`src/rtl/lir_pkg.sv`:
```
// Shared types and constants for the linear interpolation resampler.
// No dependencies; every rtl file imports this package.
package lir_pkg;

    localparam int SAMPLE_W      = 16;
    localparam int RATE_W        = 18;
    localparam int CNT_W         = 32;
    localparam int HISTORY_DEPTH = 64;
    localparam int RING_AW       = $clog2(HISTORY_DEPTH);
    localparam int MAX_RATIO     = 32;
    localparam int RATIO_W       = RATE_W + $clog2(MAX_RATIO + 1);
    localparam int RESULT_CAP    = 64;
    localparam int CAP_W         = $clog2(RESULT_CAP + 1);
    localparam int LIM_W         = CNT_W + RATE_W;
    localparam int DIVN_W        = 2 * RATE_W - 1;
    localparam int DIVQ_W        = $clog2(RATE_W + 1);
    localparam int DIVS_W        = $clog2(DIVN_W + 1);
    localparam int CFG_AW        = 1;
    localparam int TUSER_W       = 2;

    // quotient bit counts for the three divide kinds
    localparam logic [DIVQ_W-1:0] QB_FOLD   = DIVQ_W'(RATE_W);
    localparam logic [DIVQ_W-1:0] QB_INTERP = DIVQ_W'(SAMPLE_W);
    localparam logic [DIVQ_W-1:0] QB_STEP   = DIVQ_W'($clog2(MAX_RATIO + 1));

    localparam logic [CFG_AW-1:0] REG_SOURCE_RATE = 1'b0;
    localparam logic [CFG_AW-1:0] REG_TARGET_RATE = 1'b1;

    localparam logic [RATE_W-1:0] RATE_RESET = RATE_W'(16000);

    typedef enum logic [3:0] {
        ST_IDLE,
        ST_ERR,
        ST_FOLD,
        ST_FOLD_WAIT,
        ST_CHK,
        ST_CMP,
        ST_RD0,
        ST_RD1,
        ST_MUL,
        ST_IDIV,
        ST_IDIV_WAIT,
        ST_EMIT,
        ST_SDIV_WAIT,
        ST_FIN
    } t_state;

endpackage

```
`src/rtl/lir_ring.sv`:
```
// Sample history memory: one write port, one read port, registered read data.
// Depends on lir_pkg.
module lir_ring (
    input  logic                              i_clk,
    input  logic                              i_we,
    input  logic [lir_pkg::RING_AW-1:0]       i_waddr,
    input  logic [lir_pkg::SAMPLE_W-1:0]      i_wdata,
    input  logic [lir_pkg::RING_AW-1:0]       i_raddr,
    output logic [lir_pkg::SAMPLE_W-1:0]      o_rdata
);
    import lir_pkg::*;

    logic [SAMPLE_W-1:0] r_mem [HISTORY_DEPTH];
    logic [SAMPLE_W-1:0] r_rdata;

    always_ff @(posedge i_clk) begin
        if (i_we) begin
            r_mem[i_waddr] <= i_wdata;
        end
    end

    always_ff @(posedge i_clk) begin
        r_rdata <= r_mem[i_raddr];
    end

    assign o_rdata = r_rdata;

endmodule

```
`src/rtl/lir_div.sv`:
```
// Restoring divider, one quotient bit per cycle, quotient width chosen per start.
// Caller guarantees num < den * 2^qbits. Depends on lir_pkg.
module lir_div (
    input  logic                          i_clk,
    input  logic                          i_rst_n,
    input  logic                          i_start,
    input  logic [lir_pkg::DIVN_W-1:0]    i_num,
    input  logic [lir_pkg::RATE_W-1:0]    i_den,
    input  logic [lir_pkg::DIVQ_W-1:0]    i_qbits,
    output logic                          o_busy,
    output logic [lir_pkg::RATE_W-1:0]    o_quo,
    output logic [lir_pkg::RATE_W-1:0]    o_rem
);
    import lir_pkg::*;

    logic                r_busy;
    logic [DIVQ_W-1:0]   r_cnt;
    logic [RATE_W-1:0]   r_rem;
    logic [RATE_W-1:0]   r_quo;
    logic [RATE_W-1:0]   r_den;
    logic [DIVN_W-1:0]   r_num;
    logic [RATE_W:0]     trial;
    logic                fits;

    assign trial = {r_rem, r_num[DIVN_W-1]};
    assign fits  = trial >= {1'b0, r_den};

    always_ff @(posedge i_clk) begin
        if (!i_rst_n) begin
            r_busy <= 1'b0;
        end else if (i_start) begin
            r_busy <= 1'b1;
        end else if (r_busy && r_cnt == DIVQ_W'(1)) begin
            r_busy <= 1'b0;
        end
    end

    always_ff @(posedge i_clk) begin
        if (i_start) begin
            r_cnt <= i_qbits;
            r_den <= i_den;
            r_quo <= '0;
            r_rem <= RATE_W'(i_num >> i_qbits);
            r_num <= i_num << (DIVS_W'(DIVN_W) - DIVS_W'(i_qbits));
        end else if (r_busy) begin
            r_cnt <= r_cnt - DIVQ_W'(1);
            r_num <= r_num << 1;
            r_quo <= {r_quo[RATE_W-2:0], fits};
            r_rem <= fits ? RATE_W'(trial - {1'b0, r_den}) : trial[RATE_W-1:0];
        end
    end

    assign o_busy = r_busy;
    assign o_quo  = r_quo;
    assign o_rem  = r_rem;

endmodule

```
`src/rtl/linear_interp_resampler.sv`:
```
// Linear interpolation sample rate converter, top level.
// Depends on lir_pkg, lir_ring, lir_div.
//
// Input stream: tdata carries one signed 16-bit PCM sample, tlast marks the
// final sample of a stream. Output stream: tdata carries one resampled
// sample, tlast marks the last output caused by an input transaction,
// tuser[0] marks the final output of the stream, tuser[1] flags a rate ratio
// beyond 32:1 (or a zero rate); such a transaction gives one output of zero.
// Rates are to be written on the config port while the block is idle (not enforced).
// One input is worked on at a time; tready is high only when idle.
// Per input: a fold divide when a rate change left the phase out of range;
// per output produced, two reads of the sample memory's single read port,
// then the shared divider for the interpolation quotient and again for the
// position step. Each output is held back until the following one is known
// or the transaction ends, so run ends can be marked. The output register
// lets the core keep working while the receiver stalls; it waits only when
// it must pass a result on while the output register is still full. Reset
// sets both rates to 16000 and clears the stream position; the sample
// memory needs no clearing. End of stream clears the position.
module linear_interp_resampler (
    input  logic                              i_clk,
    input  logic                              i_rst_n,
    input  logic                              i_cfg_we,
    input  logic [lir_pkg::CFG_AW-1:0]        i_cfg_addr,
    input  logic [lir_pkg::RATE_W-1:0]        i_cfg_wdata,
    input  logic                              i_s_axis_tvalid,
    output logic                              o_s_axis_tready,
    input  logic [lir_pkg::SAMPLE_W-1:0]      i_s_axis_tdata,  // [15:0] in_sample
    input  logic                              i_s_axis_tlast,  // end_of_stream
    output logic                              o_m_axis_tvalid,
    input  logic                              i_m_axis_tready,
    output logic [lir_pkg::SAMPLE_W-1:0]      o_m_axis_tdata,  // [15:0] out_sample
    output logic                              o_m_axis_tlast,  // run_last
    output logic [lir_pkg::TUSER_W-1:0]       o_m_axis_tuser   // [0] stream_done, [1] ratio_error
);
    import lir_pkg::*;

    t_state r_state, n_state;

    logic [RATE_W-1:0]   r_src, r_tgt;
    logic [CNT_W-1:0]    r_seen, n_seen;
    logic [CNT_W-1:0]    r_k, n_k;
    logic [RATE_W-1:0]   r_p, n_p;
    logic [RING_AW-1:0]  r_wr, n_wr;
    logic [CAP_W-1:0]    r_cnt, n_cnt;
    logic                r_eos, n_eos;
    logic [CNT_W-1:0]    r_d, n_d;
    logic [LIM_W-1:0]    r_lim, n_lim;
    logic [SAMPLE_W-1:0] r_x0, n_x0;
    logic [SAMPLE_W-1:0] r_x1, n_x1;
    logic [DIVN_W-1:0]   r_mag, n_mag;
    logic                r_neg, n_neg;
    logic [SAMPLE_W-1:0] r_val, n_val;
    logic                r_hold_v, n_hold_v;
    logic [SAMPLE_W-1:0] r_hold_d, n_hold_d;
    logic                r_ov, n_ov;
    logic [SAMPLE_W-1:0] r_od, n_od;
    logic                r_olast, n_olast;
    logic [TUSER_W-1:0]  r_ouser, n_ouser;

    logic                mem_we;
    logic [RING_AW-1:0]  mem_raddr;
    logic [SAMPLE_W-1:0] mem_rdata;
    logic                div_start, div_busy;
    logic [DIVN_W-1:0]   div_num;
    logic [DIVQ_W-1:0]   div_qbits;
    logic [RATE_W-1:0]   div_quo, div_rem;

    logic                ratio_bad, out_free, accept;
    logic [RATIO_W-1:0]  src_x, tgt_x;
    logic [RATE_W:0]     p_next;
    logic [SAMPLE_W:0]   diff;
    logic [DIVN_W-1:0]   prod;
    logic [SAMPLE_W:0]   q_ext, val_ext;

    assign src_x     = RATIO_W'(r_src) * RATIO_W'(MAX_RATIO);
    assign tgt_x     = RATIO_W'(r_tgt) * RATIO_W'(MAX_RATIO);
    assign ratio_bad = (r_src == '0) || (r_tgt == '0)
                       || (RATIO_W'(r_tgt) > src_x) || (RATIO_W'(r_src) > tgt_x);
    assign out_free  = !r_ov || i_m_axis_tready;
    assign accept    = i_s_axis_tvalid && (r_state == ST_IDLE);
    assign p_next    = {1'b0, r_p} + {1'b0, r_src};

    assign diff  = (r_d >= CNT_W'(2))
                   ? ({r_x1[SAMPLE_W-1], r_x1} - {r_x0[SAMPLE_W-1], r_x0}) : '0;
    assign prod  = DIVN_W'($signed(diff) * $signed({1'b0, r_p}));
    assign q_ext = {1'b0, div_quo[SAMPLE_W-1:0]};
    assign val_ext = {r_x0[SAMPLE_W-1], r_x0} + (r_neg ? -q_ext : q_ext);

    // config registers
    always_ff @(posedge i_clk) begin
        if (!i_rst_n) begin
            r_src <= RATE_RESET;
            r_tgt <= RATE_RESET;
        end else if (i_cfg_we) begin
            case (i_cfg_addr)
                REG_SOURCE_RATE: r_src <= i_cfg_wdata;
                REG_TARGET_RATE: r_tgt <= i_cfg_wdata;
                default: ;
            endcase
        end
    end

    always_ff @(posedge i_clk) begin
        if (!i_rst_n) begin
            r_state  <= ST_IDLE;
            r_seen   <= '0;
            r_k      <= '0;
            r_p      <= '0;
            r_wr     <= '0;
            r_cnt    <= '0;
            r_hold_v <= 1'b0;
            r_ov     <= 1'b0;
            r_eos    <= 1'b0;
        end else begin
            r_state  <= n_state;
            r_seen   <= n_seen;
            r_k      <= n_k;
            r_p      <= n_p;
            r_wr     <= n_wr;
            r_cnt    <= n_cnt;
            r_hold_v <= n_hold_v;
            r_ov     <= n_ov;
            r_eos    <= n_eos;
        end
    end

    always_ff @(posedge i_clk) begin
        r_d      <= n_d;
        r_lim    <= n_lim;
        r_x0     <= n_x0;
        r_x1     <= n_x1;
        r_mag    <= n_mag;
        r_neg    <= n_neg;
        r_val    <= n_val;
        r_hold_d <= n_hold_d;
        r_od     <= n_od;
        r_olast  <= n_olast;
        r_ouser  <= n_ouser;
    end

    always_comb begin
        n_state   = r_state;
        n_seen    = r_seen;
        n_k       = r_k;
        n_p       = r_p;
        n_wr      = r_wr;
        n_cnt     = r_cnt;
        n_eos     = r_eos;
        n_d       = r_d;
        n_lim     = r_lim;
        n_x0      = r_x0;
        n_x1      = r_x1;
        n_mag     = r_mag;
        n_neg     = r_neg;
        n_val     = r_val;
        n_hold_v  = r_hold_v;
        n_hold_d  = r_hold_d;
        n_ov      = r_ov && !i_m_axis_tready;
        n_od      = r_od;
        n_olast   = r_olast;
        n_ouser   = r_ouser;
        mem_we    = 1'b0;
        mem_raddr = r_wr - r_d[RING_AW-1:0];
        div_start = 1'b0;
        div_num   = DIVN_W'(r_p);
        div_qbits = QB_FOLD;

        case (r_state)
            ST_IDLE: begin
                if (accept) begin
                    n_eos = i_s_axis_tlast;
                    n_cnt = '0;
                    if (ratio_bad) begin
                        n_state = ST_ERR;
                    end else begin
                        mem_we  = 1'b1;
                        n_wr    = r_wr + RING_AW'(1);
                        n_seen  = r_seen + CNT_W'(1);
                        n_state = ST_FOLD;
                    end
                end
            end
            ST_ERR: begin
                if (out_free) begin
                    n_ov    = 1'b1;
                    n_od    = '0;
                    n_olast = 1'b1;
                    n_ouser = {1'b1, r_eos};
                    if (r_eos) begin
                        n_seen = '0;
                        n_k    = '0;
                        n_p    = '0;
                        n_wr   = '0;
                    end
                    n_state = ST_IDLE;
                end
            end
            ST_FOLD: begin
                // a rate change may have left the phase at or above target
                if (r_p >= r_tgt) begin
                    div_start = 1'b1;
                    n_state   = ST_FOLD_WAIT;
                end else begin
                    n_state = ST_CHK;
                end
            end
            ST_FOLD_WAIT: begin
                if (!div_busy) begin
                    n_k     = r_k + CNT_W'(div_quo);
                    n_p     = div_rem;
                    n_state = ST_CHK;
                end
            end
            ST_CHK: begin
                // distance wraps at the counter width before widening
                n_d   = r_seen - r_k;
                n_lim = LIM_W'(n_d) * LIM_W'(r_tgt);
                n_state = (r_cnt == CAP_W'(RESULT_CAP)) ? ST_FIN : ST_CMP;
            end
            ST_CMP: begin
                if (r_d == '0 || (!r_eos && r_d < CNT_W'(2))
                    || LIM_W'(p_next) > r_lim) begin
                    n_state = ST_FIN;
                end else begin
                    n_state = ST_RD0;
                end
            end
            ST_RD0: begin
                mem_raddr = r_wr - r_d[RING_AW-1:0] + RING_AW'(1);
                n_x0      = mem_rdata;
                n_state   = ST_RD1;
            end
            ST_RD1: begin
                n_x1    = mem_rdata;
                n_state = ST_MUL;
            end
            ST_MUL: begin
                n_neg   = prod[DIVN_W-1];
                n_mag   = prod[DIVN_W-1] ? -prod : prod;
                n_state = ST_IDIV;
            end
            ST_IDIV: begin
                div_start = 1'b1;
                div_num   = r_mag;
                div_qbits = QB_INTERP;
                n_state   = ST_IDIV_WAIT;
            end
            ST_IDIV_WAIT: begin
                if (!div_busy) begin
                    n_val   = val_ext[SAMPLE_W-1:0];
                    n_state = ST_EMIT;
                end
            end
            ST_EMIT: begin
                if (!r_hold_v || out_free) begin
                    if (r_hold_v) begin
                        n_ov    = 1'b1;
                        n_od    = r_hold_d;
                        n_olast = 1'b0;
                        n_ouser = '0;
                    end
                    n_hold_v  = 1'b1;
                    n_hold_d  = r_val;
                    n_cnt     = r_cnt + CAP_W'(1);
                    div_start = 1'b1;
                    div_num   = DIVN_W'(p_next);
                    div_qbits = QB_STEP;
                    n_state   = ST_SDIV_WAIT;
                end
            end
            ST_SDIV_WAIT: begin
                if (!div_busy) begin
                    n_k     = r_k + CNT_W'(div_quo);
                    n_p     = div_rem;
                    n_state = ST_CHK;
                end
            end
            ST_FIN: begin
                if (!r_hold_v || out_free) begin
                    if (r_hold_v) begin
                        n_ov    = 1'b1;
                        n_od    = r_hold_d;
                        n_olast = 1'b1;
                        n_ouser = {1'b0, r_eos};
                    end
                    n_hold_v = 1'b0;
                    if (r_eos) begin
                        n_seen = '0;
                        n_k    = '0;
                        n_p    = '0;
                        n_wr   = '0;
                    end
                    n_state = ST_IDLE;
                end
            end
            default: n_state = ST_IDLE;
        endcase
    end

    lir_ring u_ring (
        .i_clk   (i_clk),
        .i_we    (mem_we),
        .i_waddr (r_wr),
        .i_wdata (i_s_axis_tdata),
        .i_raddr (mem_raddr),
        .o_rdata (mem_rdata)
    );

    lir_div u_div (
        .i_clk   (i_clk),
        .i_rst_n (i_rst_n),
        .i_start (div_start),
        .i_num   (div_num),
        .i_den   (r_tgt),
        .i_qbits (div_qbits),
        .o_busy  (div_busy),
        .o_quo   (div_quo),
        .o_rem   (div_rem)
    );

    assign o_s_axis_tready = (r_state == ST_IDLE);
    assign o_m_axis_tvalid = r_ov;
    assign o_m_axis_tdata  = r_od;
    assign o_m_axis_tlast  = r_olast;
    assign o_m_axis_tuser  = r_ouser;

endmodule

```
`config.mk`:
```
export PLATFORM = sky130hd
export DESIGN_NAME = linear_interp_resampler
export DESIGN_NICKNAME = d
export VERILOG_FILES = /design/src/rtl/lir_pkg.sv /design/src/rtl/lir_ring.sv /design/src/rtl/lir_div.sv /design/src/rtl/linear_interp_resampler.sv
export SDC_FILE = /design/constraint.sdc
export NUM_CORES = 2
export LEC_CHECK = 0
export CORE_ASPECT_RATIO = 0.7
export CORE_MARGIN = 5
export CORE_UTILIZATION = 59
export CTS_CLUSTER_DIAMETER = 200
export DETAILED_ROUTE_END_ITERATION = 8
export DONT_BUFFER_PORTS = 1
export HOLD_SLACK_MARGIN = 0.05
export PLACE_DENSITY_LB_ADDON = 0.12
export SLEW_MARGIN = 30
export SYNTH_ARGS = -nofsm -noshare
export SYNTH_HDL_FRONTEND = slang
export SYNTH_HIERARCHICAL = 1
export SYNTH_SLANG_ARGS = --single-unit
```
`constraint.sdc`:
```
create_clock -name i_clk -period 9.67 [get_ports i_clk]
set_input_delay 0.967 -clock i_clk [delete_from_list [all_inputs] [get_ports i_clk]]
set_output_delay 0.967 -clock i_clk [all_outputs]
set_load 0.05 [all_outputs]
```
Word level (Yosys, flattened, before mapping)
Memory sizes are Yosys's and may differ from the RTL's. A register that Yosys moved wholly into a read port is not among the register bits. Index checks and enable logic that the tools add are counted.

Register bits after elaboration: 434. Memory bits (writable): 1024. Output and inout port bits: 21. Memories: 1.

Memory list: u_ring.r_mem (words 64, bits a word 16, rd ports 1, clocked after memory_dff 1, write ports 1, RTL line lir_ring.sv:13) `logic [SAMPLE_W-1:0] r_mem [HISTORY_DEPTH];`.

$add $sub $neg: 15. $mul: 2. $lt $le $gt $ge: 7. Equal/unequal tests: 26. Shifts and indexed selects: 2. Mux-type cells: 84. Bitwise operators: 2. Reduce and logical (&&, ||, !) cells: 41.

Operator list (count): 2-to-1 mux 32 bit (9); one-hot mux 32 bit (3 select lines) (2); 2-to-1 mux 18 bit (7); 2-to-1 mux 35 bit (2); one-hot mux 35 bit (2 select lines) (1); 2-to-1 mux 16 bit (4); one-hot mux 18 bit (3 select lines) (1); one-hot mux 4 bit (13 select lines) (1); greater-than comparator 19 x 50 -> 1 bit (1); multiplier 32 x 18 -> 50 bit (1); greater-than comparator 18 x 23 -> 1 bit (2); logical NOT 18 bit (2); 2-to-1 mux 6 bit (6); multiplier 17 x 19 -> 35 bit (1); negator 35 bit (1); left shift 35 x 6 -> 35 bit (1); >> shifter 35 x 5 -> 18 bit (1); 2-to-1 mux 34 bit (1); adder 32 x 1 -> 32 bit (second input constant) (1); adder 32 x 18 -> 32 bit (1); greater-or-equal comparator 32 x 2 -> 1 bit (second input constant) (1); logical NOT 32 bit (1); less-than comparator 32 x 2 -> 1 bit (second input constant) (1); 2-to-1 mux 4 bit (8); 48 further kinds (122).

Logic depth before layout (Yosys ltp)
Word-level depth: 9. Mapped depth: 38. Depth with buffers taken out: 36.

Modules after synthesis
Netlist, hierarchy kept.

Modules (own cells, without submodules): linear_interp_resampler (instances 1, cells each 5374, area each 48335.1 um^2, seq. area each 8798.4 um^2); lir_ring (instances 1, cells each 1820, area each 39978.3 um^2, seq. area each 31069.8 um^2); lir_div (instances 1, cells each 766, area each 7494.7 um^2, seq. area each 2662.6 um^2).

Worst setup path before layout
Ideal clock, no wire load.

Path type: register to register. From: register r_x0[0]. To: register r_mag[34] (data pin). Setup time: 0.169 ns. Arrival: 9.057 ns. Required time: 9.501 ns. Path slack: 0.444 ns. Cell stages (with the launch flop): 33. Buffers on the path: 2. Clock period less this slack: 9.226 ns. Cells stage by stage: edfxtp_1 > ha_1 > fa_1 > nor2b_1 > o31a_1 > nor2b_1 > o21ai_0 > o41ai_1 > o21bai_1 > a211oi_1 > nor3_1 > clkbuf_1 > nand2_1 > fa_1 > fa_1 > inv_1 > fa_1 > fa_1 > fa_1 > inv_1 > fa_1 > inv_1 > ha_1 > buf_2 > nand3_1 > a211oi_2 > a211oi_1 > or2_1 > o211ai_1 > or4b_4 > or4b_4 > or4_4 > nor4b_2.

Longest elaborated chain between the ends: 4.

Ends and longest elaborated chain: start: declaration (RTL line linear_interp_resampler.sv:49) `logic [SAMPLE_W-1:0] r_x0, n_x0;`; start signal: assignment (RTL line linear_interp_resampler.sv:131) `r_x0 <= n_x0;`; subtractor 16 x 16 -> 17 bit * (RTL line linear_interp_resampler.sv:85) `? ({r_x1[SAMPLE_W-1], r_x1} - {r_x0[SAMPLE_W-1], r_x0}) : '0;`; 2-to-1 mux 17 bit * (RTL line linear_interp_resampler.sv:85); multiplier 17 x 19 -> 35 bit * (RTL line linear_interp_resampler.sv:86) `assign prod = DIVN_W'($signed(diff) * $signed({1'b0, r_p}));`; negator 35 bit (RTL line linear_interp_resampler.sv:240) `n_mag = prod[DIVN_W-1] ? -prod : prod;`; end signal: assignment (RTL line linear_interp_resampler.sv:133) `r_mag <= n_mag;`; end: declaration (RTL line linear_interp_resampler.sv:51) `logic [DIVN_W-1:0] r_mag, n_mag;`.

Mark *: on every way between the ends. The rest lies on a longest branch, timed or not. A chain may end at the register's enable or synchronous reset.

Final worst setup path
From: register r_x0[1]. To: register r_mag[33] (data pin).

Longest elaborated chain between the ends: 5.

Ends and longest elaborated chain (RTL line): subtractor 16 x 16 -> 17 bit * (linear_interp_resampler.sv:85); 2-to-1 mux 17 bit * (linear_interp_resampler.sv:85); multiplier 17 x 19 -> 35 bit * (linear_interp_resampler.sv:86); negator 35 bit (linear_interp_resampler.sv:240); 2-to-1 mux 34 bit * (linear_interp_resampler.sv:240).

Marked as above.

==> flow_summary.json <==
{
  "outcome": "complete, no violations",
  "grt_util_all_layers_pct": 30.3,
  "dpl.hpwl_um": 185000,
  "grt.overflow.total": 0,
  "fmax_mhz": 107,
  "powerDensity_mw_per_mm2": 218,
  "rows": 123,
  "critPathLaunchType": "flop",
  "chipWidth_um": 492,
  "design.core.area_mm2": 0.161,
  "finalPower_mw": 22.8,
  "maxCapViolations": 0,
  "path_common_cell": "fa_1",
  "netlist.area_leader.share_pct": 40.8,
  "syn-cell-area_mm2": 0.0958,
  "place_area_mm2": 0.0992,
  "tns_ns": 0,
  "hold_violations": 0,
  "seq_area_frac_synth_pct": 44.4,
  "drt-total-wl_um": 259000,
  "fin_crit_sh_pct": 96.5,
  "numCtsBuffers": 143,
  "power_leakage_nw": 41.5,
  "synthArstFlopShare_pct": 0,
  "final_net_count": 9227,
  "yosysWarnings": 6,
  "dieArea_mm2": 0.171,
  "ir_drop_mv": 0.483,
  "relSlewSlack_pct": 27.0,
  "postLayoutCellArea_mm2": 0.105,
  "area_growth_pct": 9.33,
  "die_height_um": 347,
  "ys_top_cells_by_area": "edfxtp_1, fa_1, mux4_2",
  "worstSkewPairLatency_ns": 0.81,
  "critPathMaxFanout": 6,
  "cpMaxStageDelayCell": "fa_2",
  "setup_slack_ns": 0.342,
  "avgSynthCellArea_um2": 12.0,
  "end_kind": "flop",
  "yosysMostFrequentCell": "edfxtp_1",
  "synth_top_cell_by_area": "edfxtp_1",
  "cp.arrival_ns": 9.80,
  "slew_violations": 0,
  "grt_pass1_wl_um": 394000,
  "ant_nets": 0,
  "post-place-ws_ns": -0.225,
  "vias_per_cell": 6.19,
  "ys.flop_type": "edfxtp_1",
  "synth_edf_count": 1301,
  "port_buffers": 0,
  "crit_type": "flop to flop",
  "tightest_slew_ns": 1.09,
  "cts_tree": "yes",
  "h-tree-depth": 4,
  "synthTopCellsByCount": "edfxtp_1, inv_1, nand2_1",
  "clock_sinks": 1474,
  "ys_ff_latch": 1474,
  "setup_viol": 0,
  "synth_cells": 7960,
  "wire_per_inst_um": 25.2,
  "clock_path_buffers": 3,
  "finalWeightedCongestion": 0.936,
  "cts-root-buf": "clkbuf_16",
  "slowest_delay_ns": 0.57,
  "dr.pass1.iters": 8,
  "num-fill-cells": 12100,
  "clkSlewWorstSetupHoldPaths_ns": 0.07,
  "postCtsHoldBufs": 0,
  "skew_ns": 0.0815,
  "drive_gt1_share_pct": 11.9,
  "grt_pass1_vias": 62900,
  "ios": 62,
  "vias": 63600,
  "drt-initial-drc-count": 7017,
  "grt_antenna_before_repair": 11,
  "grt_max_degree": 127,
  "synth_cell_types": 106,
  "critPathRequiredTime_ns": 10.14,
  "route.detailed.drc": 0,
  "initial_core_util_pct": 59.5,
  "hold_path.class": "input port to flop",
  "fin_crit_ns": 9.33
}
## worst paths after layout
check        slack [ns]  cells past startpoint               start                        endpoint
min                0.24                      0  i_s_axis_tdata[12]  u_ring/r_mem[27][12]$_DFFE_PP_
max                0.34                     33   r_x0[1]$_DFFE_PP_             r_mag[33]$_DFFE_PP_
max reg2reg        0.34                     33   r_x0[1]$_DFFE_PP_             r_mag[33]$_DFFE_PP_
min reg2reg        0.41                      0  r_val[7]$_DFFE_PP_           r_hold_d[7]$_DFFE_PP_
## cell type report
class                   count  area (um2)  area share (%)
clock buffers             179        3830            3.66
flip-flops and latches   1474       42500            40.6
repair buffers            298        2400            2.29
clock inverters            86        1100            1.05
inverters                 984        3690            3.53
well taps                2125        2660            2.54
multi-input cells        5116       48500            46.3
diodes                      5        12.5          0.0119
## layer usage
metal	track usage, %	routed length [um]	up-vias
met1	46.2	112000	32300
li1	-	-	27800
met4	8.72	8180	4
met3	6.20	26100	399
met5	0	29	-
met2	44.6	113000	3079
## what timing repair did
action	4_1_cts	5_1_grt
setup endpoints to repair	7	50
pin swaps	0	46
hold endpoints to repair	0	0
gates cloned	0	1
resized for setup	4	106
buffers inserted	0	15
## where the power goes
| part | switching, mW | internal [mW] |
|---|---|---|
| logic | 5.59 | 3.80 |
| clock network | 2.59 | 3.25 |
| registers | 0.276 | 7.33 |
| total | 8.46 | 14.4 |
## stage by stage
stage	instances	hold slack, ns	utilization [%]
2_1_floorplan	7962	0.400	-
3_3_place_gp	9981	0.404	61.6
3_5_place_dp	9981	0.407	61.6
4_1_cts	10200	0.183	64.7
5_1_grt	10300	0.206	65.1
6_report	10300	0.243	65.1
## sequential cells by signal, summed over array words and instances, names as in the netlist, 7 cells and up
| name | flops |
|---|---|
| r_lim | 50 |
| r_val | 16 |
| o_m_axis_tdata | 16 |
| r_seen | 32 |
| r_mag | 35 |
| r_k | 32 |
| r_x0 | 16 |
| u_div/o_rem | 18 |
| r_cnt | 7 |
| u_div/o_quo | 18 |
| r_hold_d | 16 |
| r_d | 32 |
| r_src | 18 |
| r_p | 18 |
| r_x1 | 16 |
| u_div/r_den | 18 |
| u_div/r_num | 35 |
| u_ring/o_rdata | 16 |
| r_tgt | 18 |
| u_ring/r_mem | 1024 |
## cells by family (layout without fill, tap and decap cells)
kind of cell	after synthesis	after routing	synth area share, %
multiplexers	432	432	8.02
buffers and inverters	1372	1547	5.77
AO/OA/AOI/OAI	1055	1055	7.50
flip-flops	1474	1474	44.4
other	1	8	0.00391
adder cells (fa/ha/maj)	1169	1169	21.0
XOR/XNOR	274	274	2.50
AND/OR/NAND/NOR	2183	2183	10.9
## cell usage in the layout, fill, tap and decap left out, types with 39 or more instances in the layout
| cell type | Yosys | routed |
|---|---|---|
| nor2_1 | 374 | 351 |
| a22oi_1 | 79 | 79 |
| and2_1 | 343 | 342 |
| mux2i_1 | 142 | 142 |
| buf_4 | 19 | 279 |
| a21boi_0 | 66 | 65 |
| edfxtp_1 | 1301 | 1301 |
| o21ai_0 | 179 | 162 |
| xor2_1 | 80 | 77 |
| nand2_1 | 889 | 886 |
| nor3_1 | 84 | 75 |
| nor2b_1 | 69 | 65 |
| and3_1 | 40 | 40 |
| xnor2_1 | 194 | 174 |
| a21oi_1 | 218 | 209 |
| a21o_1 | 97 | 97 |
| nand3_1 | 131 | 129 |
| inv_1 | 982 | 982 |
| clkbuf_16 | 0 | 145 |
| nand4_1 | 39 | 39 |
| dfxtp_1 | 173 | 169 |
| fa_1 | 726 | 725 |
| a211oi_1 | 45 | 41 |
| ha_1 | 443 | 434 |
| mux4_2 | 251 | 251 |
## critical path, delay by kind of cell (launching register included)
family	cells	cell delay [ns]
fa+ha+maj	8	3.69
simple gates	9	2.19
compound gates	9	2.03
flops	1	0.41
buf+inv	5	0.40
xor+xnor	2	0.27
(Power assumes the default switching activity.)
